File: config.mk
export PLATFORM = sky130hd
export DESIGN_NAME = iir_direct_form_filter
export DESIGN_NICKNAME = d
export VERILOG_FILES = /design/src/hdl/iirdf_pkg.sv /design/src/hdl/iirdf_ctrl.sv /design/src/hdl/iirdf_datapath.sv /design/src/hdl/iir_direct_form_filter.sv
export SDC_FILE = /design/constraint.sdc
export NUM_CORES = 2
export LEC_CHECK = 0
export BUFFER_PORTS_ARGS = -buffer_cell sky130_fd_sc_hd__buf_2
export CAP_MARGIN = 20
export CORE_MARGIN = 10
export CORE_UTILIZATION = 65
export DETAILED_ROUTE_END_ITERATION = 8
export GPL_ROUTABILITY_DRIVEN = 0
export GPL_TIMING_DRIVEN = 1
export PLACE_DENSITY = 0.82
export SLEW_MARGIN = 20
export SYNTH_ARGS = -nofsm -noshare
export SYNTH_HDL_FRONTEND = slang
export SYNTH_HIERARCHICAL = 1
export SYNTH_SLANG_ARGS = --single-unit
File: constraint.sdc
create_clock -name clock -period 12.7 [get_ports clock]
set_input_delay 1.27 -clock clock [delete_from_list [all_inputs] [get_ports clock]]
set_output_delay 1.27 -clock clock [all_outputs]
set_load 0.01 [all_outputs]
File: src/hdl/iirdf_pkg.sv
// ----------------------------------------------------------------------------
// iirdf_pkg
// Shared opcodes, field widths and the controller command bundle of the
// direct form I IIR filter.
// ----------------------------------------------------------------------------
`default_nettype none

package iirdf_pkg;

   localparam int unsigned OPCODE_W = 2;
   localparam int unsigned INDEX_W  = 4;
   localparam int unsigned COEF_W   = 32;
   localparam int unsigned SAMPLE_W = 16;
   localparam int unsigned OUT_W    = 24;
   localparam int unsigned OPER_W   = 24;
   localparam int unsigned PROD_W   = COEF_W + OPER_W;
   localparam int unsigned ACC_W    = 64;

   localparam logic [OPCODE_W-1:0] OP_FILTER = 2'd0;
   localparam logic [OPCODE_W-1:0] OP_WR_FWD = 2'd1;
   localparam logic [OPCODE_W-1:0] OP_WR_FB  = 2'd2;
   localparam logic [OPCODE_W-1:0] OP_CLEAR  = 2'd3;

   typedef struct packed {
      logic shift_in;
      logic clr_acc;
      logic wr_fwd;
      logic wr_fb;
      logic clr_hist;
      logic mul_en;
      logic rnd_en;
      logic fin;
   } iirdf_cmd_type;

endpackage

`default_nettype wire

File: src/hdl/iirdf_ctrl.sv
// ----------------------------------------------------------------------------
// iirdf_ctrl
// Sequencer of the filter: decodes requests, steps the tap counter over the
// shared multiplier, orders rounding and holds the result valid flag.
// ----------------------------------------------------------------------------
`default_nettype none

module iirdf_ctrl #(
   parameter int unsigned ORDER = 4
) (
   input  wire                                 clock,
   input  wire                                 reset,
   input  wire                                 req_valid,
   output logic                                req_ready,
   input  wire  [iirdf_pkg::OPCODE_W-1:0]      req_opcode,
   output logic                                rsp_valid,
   input  wire                                 rsp_ready,
   output iirdf_pkg::iirdf_cmd_type            cmd,
   output logic [$clog2(4*ORDER+1)-1:0]        tap
);

   localparam int unsigned NTAP  = 4 * ORDER + 1;
   localparam int unsigned TAP_W = $clog2(NTAP);

   localparam logic [2:0] S_IDLE  = 3'd0;
   localparam logic [2:0] S_MAC   = 3'd1;
   localparam logic [2:0] S_DRAIN = 3'd2;
   localparam logic [2:0] S_RND   = 3'd3;
   localparam logic [2:0] S_SAT   = 3'd4;

   logic [2:0]       state_ff, state_in;
   logic [TAP_W-1:0] tap_ff, tap_in;
   logic             valid_ff, valid_in;

   always_comb begin
      state_in  = state_ff;
      tap_in    = tap_ff;
      cmd       = '0;
      req_ready = 1'b0;
      unique case (state_ff)
         S_IDLE: begin
            req_ready = 1'b1;
            if (req_valid) begin
               unique case (req_opcode)
                  iirdf_pkg::OP_FILTER: begin
                     cmd.shift_in = 1'b1;
                     cmd.clr_acc  = 1'b1;
                     tap_in       = '0;
                     state_in     = S_MAC;
                  end
                  iirdf_pkg::OP_WR_FWD: cmd.wr_fwd   = 1'b1;
                  iirdf_pkg::OP_WR_FB:  cmd.wr_fb    = 1'b1;
                  iirdf_pkg::OP_CLEAR:  cmd.clr_hist = 1'b1;
                  default: ;
               endcase
            end
         end
         S_MAC: begin
            cmd.mul_en = 1'b1;
            if (tap_ff == TAP_W'(NTAP - 1)) begin
               state_in = S_DRAIN;
            end else begin
               tap_in = tap_ff + TAP_W'(1);
            end
         end
         S_DRAIN: state_in = S_RND;
         S_RND: begin
            cmd.rnd_en = 1'b1;
            state_in   = S_SAT;
         end
         S_SAT: begin
            if (!valid_ff || rsp_ready) begin
               cmd.fin  = 1'b1;
               state_in = S_IDLE;
            end
         end
         default: state_in = S_IDLE;
      endcase
   end

   always_comb begin
      valid_in = valid_ff;
      if (cmd.fin) begin
         valid_in = 1'b1;
      end else if (rsp_ready) begin
         valid_in = 1'b0;
      end
   end

   always_ff @(posedge clock) begin
      if (reset) begin
         state_ff <= S_IDLE;
         tap_ff   <= '0;
         valid_ff <= 1'b0;
      end else begin
         state_ff <= state_in;
         tap_ff   <= tap_in;
         valid_ff <= valid_in;
      end
   end

   assign rsp_valid = valid_ff;
   assign tap       = tap_ff;

endmodule

`default_nettype wire

File: src/hdl/iirdf_datapath.sv
// ----------------------------------------------------------------------------
// iirdf_datapath
// Coefficient and history registers, shared 32x24 multiplier, 64-bit
// accumulator, rounding and saturation, and the result register.
// ----------------------------------------------------------------------------
`default_nettype none

module iirdf_datapath #(
   parameter int unsigned ORDER = 4
) (
   input  wire                                     clock,
   input  wire                                     reset,
   input  iirdf_pkg::iirdf_cmd_type                cmd,
   input  wire  [$clog2(4*ORDER+1)-1:0]            tap,
   input  wire  [iirdf_pkg::INDEX_W-1:0]           coef_index,
   input  wire  signed [iirdf_pkg::COEF_W-1:0]     coef_value,
   input  wire  signed [iirdf_pkg::SAMPLE_W-1:0]   sample,
   output logic signed [iirdf_pkg::OUT_W-1:0]      filtered,
   output logic                                    saturated
);

   localparam int unsigned NFWD  = 2 * ORDER + 1;
   localparam int unsigned NFB   = 2 * ORDER;
   localparam int unsigned NTAP  = NFWD + NFB;
   localparam int unsigned TAP_W = $clog2(NTAP);
   localparam int unsigned FWD_W = $clog2(NFWD);
   localparam int unsigned FB_W  = $clog2(NFB);

   localparam int unsigned COEF_W = iirdf_pkg::COEF_W;
   localparam int unsigned OPER_W = iirdf_pkg::OPER_W;
   localparam int unsigned PROD_W = iirdf_pkg::PROD_W;
   localparam int unsigned ACC_W  = iirdf_pkg::ACC_W;
   localparam int unsigned OUT_W  = iirdf_pkg::OUT_W;
   localparam int unsigned Q_W    = ACC_W - 24;

   logic signed [iirdf_pkg::SAMPLE_W-1:0] xh_ff [NFWD];
   logic signed [OUT_W-1:0]               yh_ff [NFB];
   logic signed [COEF_W-1:0]              fwd_ff [NFWD];
   logic signed [COEF_W-1:0]              fb_ff [NFB];

   logic [TAP_W-1:0]          fb_idx;
   logic signed [COEF_W-1:0]  coef_sel;
   logic signed [OPER_W-1:0]  oper_sel;
   logic                      sub_sel;
   logic signed [PROD_W-1:0]  mult;

   logic signed [PROD_W-1:0]  prod_ff;
   logic                      prod_sub_ff;
   logic                      prod_vld_ff;
   logic signed [ACC_W-1:0]   acc_ff, acc_in;
   logic [ACC_W-1:0]          mag;
   logic [ACC_W-1:0]          sum_ff;
   logic                      neg_ff;
   logic [Q_W-1:0]            q;
   logic signed [Q_W:0]       qs;
   logic signed [OUT_W-1:0]   y;
   logic                      sat;

   // select the operand pair of the current tap
   always_comb begin
      fb_idx   = TAP_W'(32'(tap) - NFWD);
      coef_sel = '0;
      oper_sel = '0;
      sub_sel  = 1'b0;
      if (32'(tap) < NFWD) begin
         coef_sel = fwd_ff[tap[FWD_W-1:0]];
         oper_sel = {xh_ff[tap[FWD_W-1:0]], 8'b0};
      end else begin
         coef_sel = fb_ff[fb_idx[FB_W-1:0]];
         oper_sel = yh_ff[fb_idx[FB_W-1:0]];
         sub_sel  = 1'b1;
      end
   end

   assign mult = coef_sel * oper_sel;

   always_comb begin
      acc_in = acc_ff;
      if (cmd.clr_acc) begin
         acc_in = '0;
      end else if (prod_vld_ff) begin
         if (prod_sub_ff) begin
            acc_in = acc_ff - ACC_W'(prod_ff);
         end else begin
            acc_in = acc_ff + ACC_W'(prod_ff);
         end
      end
   end

   assign mag = acc_ff[ACC_W-1] ? ACC_W'(-acc_ff) : ACC_W'(acc_ff);
   assign q   = sum_ff[ACC_W-1:24];
   assign qs  = neg_ff ? -{1'b0, q} : {1'b0, q};

   always_comb begin
      y   = qs[OUT_W-1:0];
      sat = 1'b0;
      if (qs > (Q_W+1)'(8388607)) begin
         y   = OUT_W'(8388607);
         sat = 1'b1;
      end else if (qs < -(Q_W+1)'(8388608)) begin
         y   = {1'b1, {(OUT_W-1){1'b0}}};
         sat = 1'b1;
      end
   end

   always_ff @(posedge clock) begin
      if (reset) begin
         prod_vld_ff <= 1'b0;
      end else begin
         prod_vld_ff <= cmd.mul_en;
      end
   end

   always_ff @(posedge clock) begin
      if (cmd.mul_en) begin
         prod_ff     <= mult;
         prod_sub_ff <= sub_sel;
      end
      acc_ff <= acc_in;
      if (cmd.rnd_en) begin
         sum_ff <= mag + ACC_W'(64'h800000);
         neg_ff <= acc_ff[ACC_W-1];
      end
      if (cmd.fin) begin
         filtered  <= y;
         saturated <= sat;
      end
   end

   always_ff @(posedge clock) begin
      if (reset || cmd.clr_hist) begin
         for (int i = 0; i < NFWD; i++) xh_ff[i] <= '0;
      end else if (cmd.shift_in) begin
         xh_ff[0] <= sample;
         for (int i = 1; i < NFWD; i++) xh_ff[i] <= xh_ff[i-1];
      end
   end

   always_ff @(posedge clock) begin
      if (reset || cmd.clr_hist) begin
         for (int i = 0; i < NFB; i++) yh_ff[i] <= '0;
      end else if (cmd.fin) begin
         yh_ff[0] <= y;
         for (int i = 1; i < NFB; i++) yh_ff[i] <= yh_ff[i-1];
      end
   end

   always_ff @(posedge clock) begin
      if (reset) begin
         for (int i = 0; i < NFWD; i++) fwd_ff[i] <= '0;
         for (int i = 0; i < NFB; i++) fb_ff[i] <= '0;
      end else begin
         for (int i = 0; i < NFWD; i++) begin
            if (cmd.wr_fwd && 32'(coef_index) == i) fwd_ff[i] <= coef_value;
         end
         for (int i = 0; i < NFB; i++) begin
            if (cmd.wr_fb && 32'(coef_index) == i + 1) fb_ff[i] <= coef_value;
         end
      end
   end

endmodule

`default_nettype wire

File: src/hdl/iir_direct_form_filter.sv
// ----------------------------------------------------------------------------
// iir_direct_form_filter
// Direct form I IIR filter with 2*ORDER+1 forward and 2*ORDER feedback taps,
// Q8.24 coefficients, 64-bit accumulation and a rounded, saturated Q16.8
// output.
//
//   channel  dir  tdata                                    tuser
//   req_     in   [3:0] coef_index [35:4] coef_value       [1:0] opcode
//                 [51:36] sample (55:52 zero)
//   rsp_     out  [23:0] filtered                          [0] saturated
//
// A filter request steps the single shared multiplier over all taps, then
// drains, rounds and saturates before its result is offered; coefficient
// writes and history clears are applied when they are accepted.
// Reset clears histories, coefficients and control state at once.
// A result waiting on rsp_tready does not block acceptance of the next
// request; a following result holds until the previous one is taken.
// ----------------------------------------------------------------------------
`default_nettype none

module iir_direct_form_filter #(
   parameter int unsigned ORDER = 4
) (
   input  wire         clock,
   input  wire         reset,
   input  wire         req_tvalid,
   output logic        req_tready,
   input  wire  [55:0] req_tdata,   // coef_index, coef_value, sample
   input  wire  [1:0]  req_tuser,   // opcode
   output logic        rsp_tvalid,
   input  wire         rsp_tready,
   output logic [23:0] rsp_tdata,   // filtered
   output logic        rsp_tuser    // saturated
);

   localparam int unsigned TAP_W = $clog2(4 * ORDER + 1);

   iirdf_pkg::iirdf_cmd_type cmd;
   logic [TAP_W-1:0]         tap;
   logic signed [iirdf_pkg::OUT_W-1:0] filtered;

   iirdf_ctrl #(
      .ORDER (ORDER)
   ) u_ctrl (
      .clock      (clock),
      .reset      (reset),
      .req_valid  (req_tvalid),
      .req_ready  (req_tready),
      .req_opcode (req_tuser),
      .rsp_valid  (rsp_tvalid),
      .rsp_ready  (rsp_tready),
      .cmd        (cmd),
      .tap        (tap)
   );

   iirdf_datapath #(
      .ORDER (ORDER)
   ) u_datapath (
      .clock      (clock),
      .reset      (reset),
      .cmd        (cmd),
      .tap        (tap),
      .coef_index (req_tdata[3:0]),
      .coef_value (req_tdata[35:4]),
      .sample     (req_tdata[51:36]),
      .filtered   (filtered),
      .saturated  (rsp_tuser)
   );

   assign rsp_tdata = filtered;

endmodule

`default_nettype wire
* Word-level counts from Yosys, hierarchy flattened
Memory sizes are Yosys's and may differ from the RTL's. A register that Yosys moved wholly into a read port is not among the register bits. Cells that the tools add are included.
Word-level totals: RAM bits 880, bits in registers 221, bits in read-only memories 0, word-level logic and storage cells 238, bits in latches 0, memories kept 4, input bits 62
Memories:
- u_datapath.fwd_ff | words 9, bits a word 32, read ports 1, clocked after memory_dff 1, wr ports 9, RTL line iirdf_datapath.sv:38 | logic signed [COEF_W-1:0] fwd_ff [NFWD];
- u_datapath.fb_ff | words 8, bits a word 32, read ports 1, clocked after memory_dff 0, wr ports 8, RTL line iirdf_datapath.sv:39 | logic signed [COEF_W-1:0] fb_ff [NFB];
- u_datapath.yh_ff | words 8, bits a word 24, read ports 8, clocked after memory_dff 0, wr ports 8, RTL line iirdf_datapath.sv:37 | logic signed [OUT_W-1:0] yh_ff [NFB];
- u_datapath.xh_ff | words 9, bits a word 16, read ports 9, clocked after memory_dff 1, wr ports 9, RTL line iirdf_datapath.sv:36 | logic signed [iirdf_pkg::SAMPLE_W-1:0] xh_ff [NFWD];
Operators by class: bitwise gates (word level) 34, shifts and indexed selects 0, equality and inequality tests 21, divide/modulo/power cells 0, order comparisons 3, add/subtract/negate cells 7, reduce and logical (&&, ||, !) cells 27, mux-type cells 130, multiply operators 1
Operators by type and width (count):
- 32-bit 2-to-1 mux | 18
- 24-bit 2-to-1 mux | 11
- 16-bit 2-to-1 mux | 9
- 64-bit 2-to-1 mux | 2
- 1-bit 2-to-1 mux | 73
- 64-bit by 24-bit adder with 64-bit output (second input constant) | 1
- 64-bit by 56-bit adder with 64-bit output | 1
- 64-bit negation | 1
- 64-bit by 56-bit subtractor with 64-bit output | 1
- 32-bit by 24-bit multiplier with 56-bit output | 1
- 41-bit by 24-bit greater-than comparator with 1-bit output (second input constant) | 1
- 41-bit by 24-bit less-than comparator with 1-bit output (second input constant) | 1
- 41-bit 2-to-1 mux | 1
- 40-bit negation with 41-bit output | 1
- 1-bit bitwise OR | 34
- 5-bit 2-to-1 mux | 5
- 1-bit logical AND | 17
- 4-bit by 3-bit == test with 1-bit output (second input constant) | 4
- 4-bit 2-to-1 mux | 4
- 3-bit case mux with 5 select lines | 1
- 3-bit 2-to-1 mux | 4
- 5-bit case mux with 2 select lines | 1
- 4-bit by 2-bit == test with 1-bit output (second input constant) | 2
- 4-bit AND reduction | 2
- 20 further kinds | 27

* Logic depth before layout (Yosys ltp)
depth after elaboration 9, depth in mapped cells 42, gate-level depth less buffers 34

* Cells and area by module
The synthesis kept the hierarchy.
By module, submodules not included:
- iirdf_datapath | sequential area each 31420.1 µm², cells an instance 6838, instances 1, area each 77898.5 µm²
- iirdf_ctrl | sequential area each 180.2 µm², cells an instance 63, instances 1, area each 526.8 µm²

* Least setup slack after synthesis
No wires, ideal clock.
kind register to register, start point reg u_ctrl.tap_ff[0], in the netlist u_ctrl/tap[0], end point reg u_datapath.prod_ff[49] (data pin), setup slack 1025 ps, setup time 258 ps, arrival 11417 ps, stages on the path, launching flop included 39, cells stage by stage dfxtp_1 -> buf_1 -> buf_2 -> buf_1 -> clkbuf_1 -> clkbuf_1 -> inv_1 -> ha_1 -> xor2_1 -> buf_1 -> buf_1 -> buf_1 -> mux2i_1 -> o21ai_0 -> clkbuf_1 -> nand2_1 -> fa_1 -> inv_1 -> [3 not listed] -> fa_1 -> fa_1 -> inv_1 -> fa_1 -> inv_1 -> fa_1 -> inv_1 -> ha_1 -> a21o_1 -> a21oi_1 -> o31ai_1 -> a211oi_1 -> o31ai_1 -> a221oi_1 -> o21ai_0 -> a221o_1 -> a211oi_1 -> nor2_1
Between the ends: cells in the longest elaborated chain, start to end 4, elaborated cells between the ends (all ways) 7
RTL lines:
- start: declaration | RTL line iirdf_ctrl.sv:32 | logic [TAP_W-1:0] tap_ff, tap_in;
- start signal: assignment | RTL line iirdf_ctrl.sv:97 | tap_ff <= tap_in;
- 3-bit by 1-bit subtractor with 3-bit output | RTL line iirdf_datapath.sv:61 | fb_idx = TAP_W'(32'(tap) - NFWD);
- memory 8 x 32 bit / memory 8 x 24 bit (equally long branches)
- 32-bit 2-to-1 mux / 24-bit 2-to-1 mux (equally long branches) | RTL line iirdf_datapath.sv:65 | if (32'(tap) < NFWD) begin
- 32-bit by 24-bit multiplier with 56-bit output * | RTL line iirdf_datapath.sv:75 | assign mult = coef_sel * oper_sel;
- via u_datapath.mult[49] | RTL line iirdf_datapath.sv:45 | logic signed [PROD_W-1:0] mult;
- end signal: assignment | RTL line iirdf_datapath.sv:116 | prod_ff <= mult;
- end: declaration | RTL line iirdf_datapath.sv:47 | logic signed [PROD_W-1:0] prod_ff;
Mark *: on every way through the listed nets, which the timed path passes. The rest lies on a longest branch. A chain may end at the register's enable or synchronous reset.

* Worst setup path in the final report
start point reg u_ctrl.tap_ff[1], in the netlist u_ctrl/tap[1], end point reg u_datapath.prod_ff[49] (data pin)
The elaborated chain is that of the path after synthesis.

==> results by group <==
Die
  – Core area: 0.120 mm2
  – Die width: around 370 um
  – Core Rows: around 130
  – Die Ht: roughly 370 um
  – IO Count: between 80 and 90
  – Initial Utilization: between 60 and 70%
  – DIE AREA: around 0.13 mm2

Worst setup path
  – Worst r2r src: u_ctrl/tap[1]
  – Crit path required time: 13.19 ns
  – CP max stage cell: ha_4
  – Setup Crit Path Kind: reg -> reg
  – Crit-path max FO: between 40 and 50
  – Critical Path Max Stage Delay: ~0.87 ns
  – Crit path from: u_ctrl/tap[1]
  – Most frequent CP cell: fa_1
  – Critical path capture point type: register
  – Arr. time, crit path: roughly 12 ns
  – R2R setup slack: ~1.4 ns
  – Startpoint types: register

Pwr
  – Max rail drop VDD: roughly 0.33 mV
  – Pwr/cell area: 196 mW/mm2
  – Leakage power: 36.2 nW

Clocking
  – Worst-path clk slew: 0.06 ns
  – CTS tree: built
  – Post-CTS Repair Setup Buffers: 0
  – Resized Gates After CTS: 0
  – Clock latency on the worst-skew pair: approximately 0.75 ns
  – TritonCTS Buffers: around 110
  – CTS root buf: clkbuf_16
  – Htree depth: 3
  – # clock sinks: 1077
  – CTS Hold Bufs: 0
  – Clk buf depth: 3

Timing
  – Crit path time final: ~11 ns
  – Final hold vios: 0
  – FMAX: between 0.08 and 0.09 GHz
  – Max-slew violations: 0
  – Relative slew slack: approximately 18%
  – RSZ-0062 raised after global routing: false
  – Worst slew pin tran: around 1.2 ns
  – TNS Setup: 0 ns
  – Final Cycle Share: between 80% and 90%
  – Setup violators final: 0
  – Clock Skews: approximately 0.081 ns

Drt
  – Post-DR vias/cell: ~6.4
  – WL final: between 200000 and 250000 um
  – Drt pass-1 iters: 7
  – Routed Antenna Nets: 0
  – Initial drt markers: 7069
  – Routed vias: approximately 54000
  – DRC viols: 0
  – WL/cell: about 24 um

Logic synthesis
  – Unique masters post-synth: 86
  – Warnings, synthesis: 6
  – Syn_nets: between 7000 and 8000
  – Seq cells post-synth: about 1100
  – Ys flop type: edfxtp_1
  – Register area share after synthesis: between 40% and 50%
  – Post-synth EDFFs: ~1000
  – Cell area after synthesis: approximately 0.078 mm2
  – Post-synthesis cell count: around 7000
  – Post-synth ARST share: 0%
  – Syn_area_per_cell: about 11 um2

GRT
  – GRT Overall Usage: roughly 30%
  – First-pass GRT wire length: 318000 um
  – Grt ovf: 0
  – Largest net degree at the start of global routing: between 100 and 150
  – Antenna violations before repair: 6
  – Number of global-route vias before repair: around 56000

Placed design
  – Dpl hpwl: approximately 140000 um
  – IO buf count: 84
  – Post-placement cell count: approximately 8300

Min path
  – Hold Path Origin: u_datapath/acc_ff[0]
  – Min-delay worst type: reg -> reg

Finish
  – Ratio of cells with drive above 1 in the final layout: 9.60%
  – Post-Layout Cell Count: 8529
  – Most common cell after layout, fill and taps aside: edfxtp_1
  – Final Net Count: between 7000 and 8000
  – Area grow syn2layout: 7.26%
  – # diodes: 0
  – Most frequent cells in the layout: 1003 x edfxtp_1, 929 x inv_1, 784 x fa_1

Run
  – Max-cap violations: 0

Run status
  – Status: finished, final reports clean
## cells by family (layout without fill, tap and decap cells)
group / after synthesis / count (layout) / share of synthesized area, %
AOI/OAI and AO/OA: 719 / 719 / 5.79
xor gates and xnor gates: 266 / 266 / 2.97
adders and majority gates: 1003 / 1003 / 23.5
buffers and inverters: 1335 / 1351 / 6.41
DFF: 1077 / 1077 / 40.3
muxes: 374 / 374 / 8.10
and+or+nand+nor: 2127 / 2127 / 12.9
## final cells by class
cell class,instances,area (um2)
well taps,1612,2020
clock buffers,132,2770
inverters,934,3510
fillers,7961,35700
flip-flops and latches,1077,31600
repair buffers,219,1520
multi-input cells,4489,42000
clock inverters,66,673
## through the flow
stage	setup slack [ns]	power (W)	utilization (%)	hold WS, ns	area (um2)
global route	0.949	0.0175	70.2	0.546	84100
global placement	1.81	0.0128	67.3	0.486	80600
detailed placement	1.66	0.0131	67.3	0.489	80600
floorplan	1.02	0.0108	-	0.406	78400
CTS	1.57	0.0163	70.2	0.497	84000
finish	1.39	0.0165	70.2	0.498	84100
## routing by layer
| layer | track usage, % | part of all wire, % | vias to the layer above |
|---|---|---|---|
| met1 | 39.1 | 36 | 26900 |
| met5 | 0 | 0.018 | - |
| met3 | 8.29 | 12 | 785 |
| met4 | 16.9 | 6.5 | 6 |
| li1 | - | - | 23200 |
| met2 | 46.2 | 46 | 3570 |
## cell usage after synthesis (all sizes together) (18+ instances only)
cell type	count	area share (%)
a21o	86	0.82
a21oi	183	1.2
a31oi	31	0.25
and2	167	1.3
and3	291	2.3
buf	54	0.28
clkbuf	347	1.7
dfxtp	74	1.9
edfxtp	1003	38
fa	784	20
ha	219	3.5
inv	932	4.5
mux2i	163	2.1
mux4	208	6.0
nand2	629	3.0
nand2b	69	0.55
nand3	31	0.20
nand4	31	0.25
nor2	651	3.1
nor2b	30	0.24
nor3	82	0.52
nor4	35	0.30
o21a	31	0.30
o21ai	200	1.3
o21bai	20	0.19
o31ai	28	0.27
or3	35	0.28
or4	18	0.18
xnor2	182	2.0
xor2	84	0.94
## critical path: cells and delay by family (launching register included)
kind | cells | cell delay (ns)
DFF | 1 | 0.43
buffers and inverters | 9 | 1.27
and+or+nand+nor | 4 | 0.36
AOI/OAI and AO/OA | 9 | 3.46
muxes | 2 | 0.60
adders and majority gates | 9 | 4.87
## registers in the layout, summed over array words and instances, names as in the netlist
name	flops
u_datapath/yh_ff	192
u_datapath/prod_sub_ff	1
u_ctrl/state_ff	3
u_datapath/filtered	24
u_datapath/fb_ff	256
u_datapath/prod_vld_ff	1
u_datapath/fwd_ff	288
u_datapath/acc_ff	64
u_datapath/xh_ff	144
u_datapath/neg_ff	1
u_datapath/sum_ff	40
u_ctrl/tap	5
u_ctrl/rsp_valid	1
u_datapath/prod_ff	56
u_datapath/saturated	1
## where the power goes
group          total, W  switching (W)  internal (W)
Combinational   0.00863        0.00520       0.00343
Sequential      0.00473       0.000281       0.00445
Clock           0.00313        0.00140       0.00173
## path summary, 6_finish.rpt
check | to | cells past startpoint
max | u_datapath/prod_ff[49] | 33
min | u_datapath/acc_ff[0] | 2
max reg2reg | u_datapath/prod_ff[49] | 33
min reg2reg | u_datapath/acc_ff[0] | 2
Note: power is estimated with default switching activity, not from simulation.
